==> config.mk <==
export PLATFORM = sky130hd
export DESIGN_NAME = peq_mul
export DESIGN_NICKNAME = d
export VERILOG_FILES = /design/src/design/peq_pkg.sv /design/src/design/peq_mul.sv
export SDC_FILE = /design/constraint.sdc
export NUM_CORES = 2
export LEC_CHECK = 0
export BUFFER_PORTS_ARGS = -buffer_cell sky130_fd_sc_hd__buf_2
export CAP_MARGIN = 20
export CORE_MARGIN = 2
export CORE_UTILIZATION = 40
export CTS_CLUSTER_DIAMETER = 120
export CTS_CLUSTER_SIZE = 12
export DETAILED_ROUTE_END_ITERATION = 8
export GPL_ROUTABILITY_DRIVEN = 1
export GPL_TIMING_DRIVEN = 1
export SYNTH_ARGS = -nofsm -noshare
export SYNTH_HDL_FRONTEND = slang
export SYNTH_SLANG_ARGS = --single-unit
==> constraint.sdc <==
create_clock -name clk -period 8.9 [get_ports clk]
set_clock_uncertainty 0.2 [all_clocks]
set_input_delay 1.78 -clock clk [delete_from_list [all_inputs] [get_ports clk]]
set_output_delay 1.78 -clock clk [all_outputs]
set_load 0.005 [all_outputs]
==> src/design/peq_pkg.sv <==
package peq_pkg;

  // Default structure sizes
  localparam int BANDS_DEF            = 10;
  localparam int CHANNELS_DEF         = 8;
  localparam int FRAMES_PER_BLOCK_DEF = 32;

  // Coefficients per band and their slots
  localparam int NCOEF   = 5;
  localparam int C_B0    = 0;
  localparam int C_B1    = 1;
  localparam int C_B2    = 2;
  localparam int C_A1    = 3;
  localparam int C_A2    = 4;
  localparam int EN_BITS = 10;

  // Configuration register indexes
  localparam logic [2:0] REG_CHANNEL_COUNT = 3'd0;
  localparam logic [2:0] REG_BAND_ENABLE   = 3'd1;
  localparam logic [2:0] REG_PREAMP_TARGET = 3'd2;
  localparam logic [2:0] REG_SMOOTH_ALPHA  = 3'd3;

  // Input modes
  localparam logic MODE_SAMPLE = 1'b0;
  localparam logic MODE_COEF   = 1'b1;

  // Reset values
  localparam logic [3:0]  CC_RST    = 4'd2;
  localparam logic [9:0]  BEN_RST   = 10'h3FF;
  localparam logic [23:0] GAIN_ONE  = 24'd1048576;
  localparam logic [15:0] ALPHA_RST = 16'd2336;

  typedef logic signed [47:0] acc_t;
  typedef logic signed [65:0] prod_t;

  // Round a Q4.28 coefficient product back to sample units
  function automatic acc_t rnd28_f(input prod_t p);
    prod_t t;
    t = (p + 66'sd134217728) >>> 28;
    return t[47:0];
  endfunction

  function automatic logic signed [31:0] sat32_f(input acc_t v);
    logic signed [31:0] r;
    if (v > 48'sd2147483647) r = 32'sh7FFFFFFF;
    else if (v < -48'sd2147483648) r = 32'sh80000000;
    else r = v[31:0];
    return r;
  endfunction

  function automatic logic signed [39:0] sat40_f(input acc_t v);
    logic signed [39:0] r;
    if (v > 48'sd549755813887) r = 40'sh7FFFFFFFFF;
    else if (v < -48'sd549755813888) r = 40'sh8000000000;
    else r = v[39:0];
    return r;
  endfunction

  // Saturate to 24 bits; top bit reports the clip
  function automatic logic [24:0] sat24_f(input logic signed [31:0] v);
    logic [24:0] r;
    if (v > 32'sd8388607) r = {1'b1, 24'h7FFFFF};
    else if (v < -32'sd8388608) r = {1'b1, 24'h800000};
    else r = {1'b0, v[23:0]};
    return r;
  endfunction

endpackage

==> src/design/peq_mul.sv <==
module peq_mul (
  input  logic                 clk,
  input  logic signed [32:0]   a,
  input  logic signed [32:0]   b,
  output peq_pkg::prod_t       p_r
);
  import peq_pkg::*;

  // Shared signed multiplier, product registered
  always_ff @(posedge clk) begin
    p_r <= 66'(a) * 66'(b);
  end

endmodule

==> metrics.md <==
| Metric | Value |
|---|---|
| Max incr delay on CP | between 0.6 and 0.7 ns |
| Slowest-stage cell, CP | fa_1 |
| Setup Crit Path Kind | input port to register |
| Clock root cell | clkbuf_16 |
| Min-delay src | b[0] |
| EDFF count, synth | 0 |
| Hold-fix buffers, CTS | 0 |
| Most frequent cells in the layout | fa_1 (1131), inv_1 (1128), and2_1 (558) |
| Cell area after layout | 47100 um^2 |
| CTS tree | yes |
| Worst Tran Pin Value | between 0.7 and 0.8 ns |
| Fillers | 9771 |
| Vias in the first global route | 32400 |
| Port Buffers | 132 |
| DR vias/cell | 4.81 |
| Synth Instances | ~4300 |
| Worst Setup End Kind | register |
| WP data required | 9.01 ns |
| Overflow after GRT | 0 |
| Final slew viol count | 0 |
| Commonest non-fill, non-tap cell in the layout | fa_1 |
| Biggest regs | p_r x66 |
| Setup violators final | 0 |
| RePlAce Congestion | 0.889 |
| Register area share after synthesis | 0.0324 |
| Post-DRT Antenna Nets | 0 |
| Die X | about 320 um |
| Synth warn | 0 |
| Number of H-tree levels | 3 |
| Multi-input gate area | 34700 um^2 |
| Dpl cell area | 46200 um^2 |
| Worst-case clock buffer depth | 2 |
| Total number of vias | 29300 |
| Main area contributors after synthesis | fa_1 (56%), inv_1 (10%), and2_1 (8.6%) |
| Post-route DRC | 0 |
| Cts bufs inserted | 9 |
| Initial Util | 0.402 |
| # IOs | 133 |
| Reg clk slew, reported paths | 0.07 ns |
| Crit share post-route | 0.985 |
| HPWL Detailed | 97700 um |
| Synth async-reset ratio | 0 |
| Fin crit period | 8.77 ns |
| Reg area | between 1000 and 1500 um^2 |
| Yosys cell types | 80 |
| Dpl cells | just over 6000 |
| Syn_nets | 5767 |
| Die height | 323 um |
| DR WL/cell | 18.0 um |
| Largest net degree at the start of global routing | 34 |
| Die area | 104000 um^2 |
| Core area | 101000 um^2 |
| GRT Total Usage | 0.224 |
| CP Max Fanout | 16 |
| Hold Violations, Final | 0 |
| CP arrival | ~8.9 ns |
| Biggest register | p_r |
| Largest register FFs | 66 |
| Run status | finished clean |
| Drt first pass iters | 7 |
| Layout cell share with drive strength beyond 1 | 0.151 |
| First-pass GRT wire length | 179000 um |
| Hold crit path type | input port to register |
| P&R area growth vs syn | 15.7% |
| Max-cap viol count | 0 |
| Final core occ | 0.465 |
| Row cnt | 117 |
| CP Launch Type | input port |
| CTS sink count | 66 |
| Initial antenna violation count | 2 |
| CP dominant cell by count | fa_1 |
| Yosys top cell area share | 0.563 |
| Fmax | 0.114 GHz |
| Cell Area, Synth | 40700 um^2 |
| Slew headroom | 0.506 |
| Syn avg cell area | 9.39 um^2 |
| Post-synth top area cell | fa_1 |
| Crit path from | a[8] |
| Synth Flop Type | dfxtp_1 |
| Initial DRC Count | approximately 1500 |
| Finished Layout Cells | 6106 |
| Final nets | between 6000 and 7000 |
| DRT Wirelength | around 110000 um |
| Synthesized flop and latch total | 66 |
## path summary, 6_finish.rpt
check,to,cells past startpoint,slack (ns)
worst max-delay path,p_r[64],25,0.13
worst min-delay path,p_r[0],3,1.73
## logic make-up after synthesis
kind of cell	Yosys count	synth area share
fa+ha+maj	1362	0.629
buf+inv	1352	0.125
simple gates	1271	0.158
compound gates	219	0.0407
xor+xnor	68	0.0146
flops	66	0.0324
## per-layer routing
metal | share of wire | vias up | GRT usage
met2 | 0.51 | 715 | 0.391
met5 | 0.00012 | - | 0
met4 | 0.033 | 2 | 0.0728
met3 | 0.044 | 139 | 0.0287
li1 | - | 13100 | -
met1 | 0.41 | 15400 | 0.288
## worst max-delay path, delay by kind of cell
kind,cells,cell delay (ns)
compound gates,4,0.80
fa+ha+maj,9,4.33
buf+inv,7,1.02
simple gates,5,0.92
## repair_timing
item / in CTS / in global routing
setup endpoints to repair: 13 / 28
pin swaps: 5 / 42
buffers inserted: 2 / 13
gates resized for setup: 27 / 117
## cell usage after synthesis (12+ instances only)
cell,count
fa_1,1145
inv_1,1131
and2_1,562
nand2_1,551
ha_1,217
clkbuf_1,208
nor2_1,68
dfxtp_1,66
a21oi_1,57
xnor2_1,43
a21o_1,36
nand3_1,25
o21ai_0,25
xor2_1,25
nand2b_1,12
## per-stage QoR
stage          setup slack [ns]  hold slack (ns)  TNS [ns]
2_1_floorplan            0.0131             1.71         0
3_3_place_gp             -0.957             1.96    -13.27
3_5_place_dp             -0.886             1.96    -13.01
4_1_cts                -0.00666             1.73  -0.00666
5_1_grt                 -0.0119             1.73   -0.0216
6_report                  0.133             1.73         0
## layout make-up
type                            count  area share
Tap cell                         1368      0.0363
Antenna cell                        1   0.0000531
Sequential cell                    66      0.0280
Inverter                         1131      0.0901
Multi-Input combinational cell   2920       0.736
Clock buffer                        9     0.00478
Clock inverter                      7     0.00114
Timing Repair Buffer              604       0.104
Power is left out: the tool's default activity adds up to more than one toggle a clock period on the data nets, which glitch-free logic cannot reach.
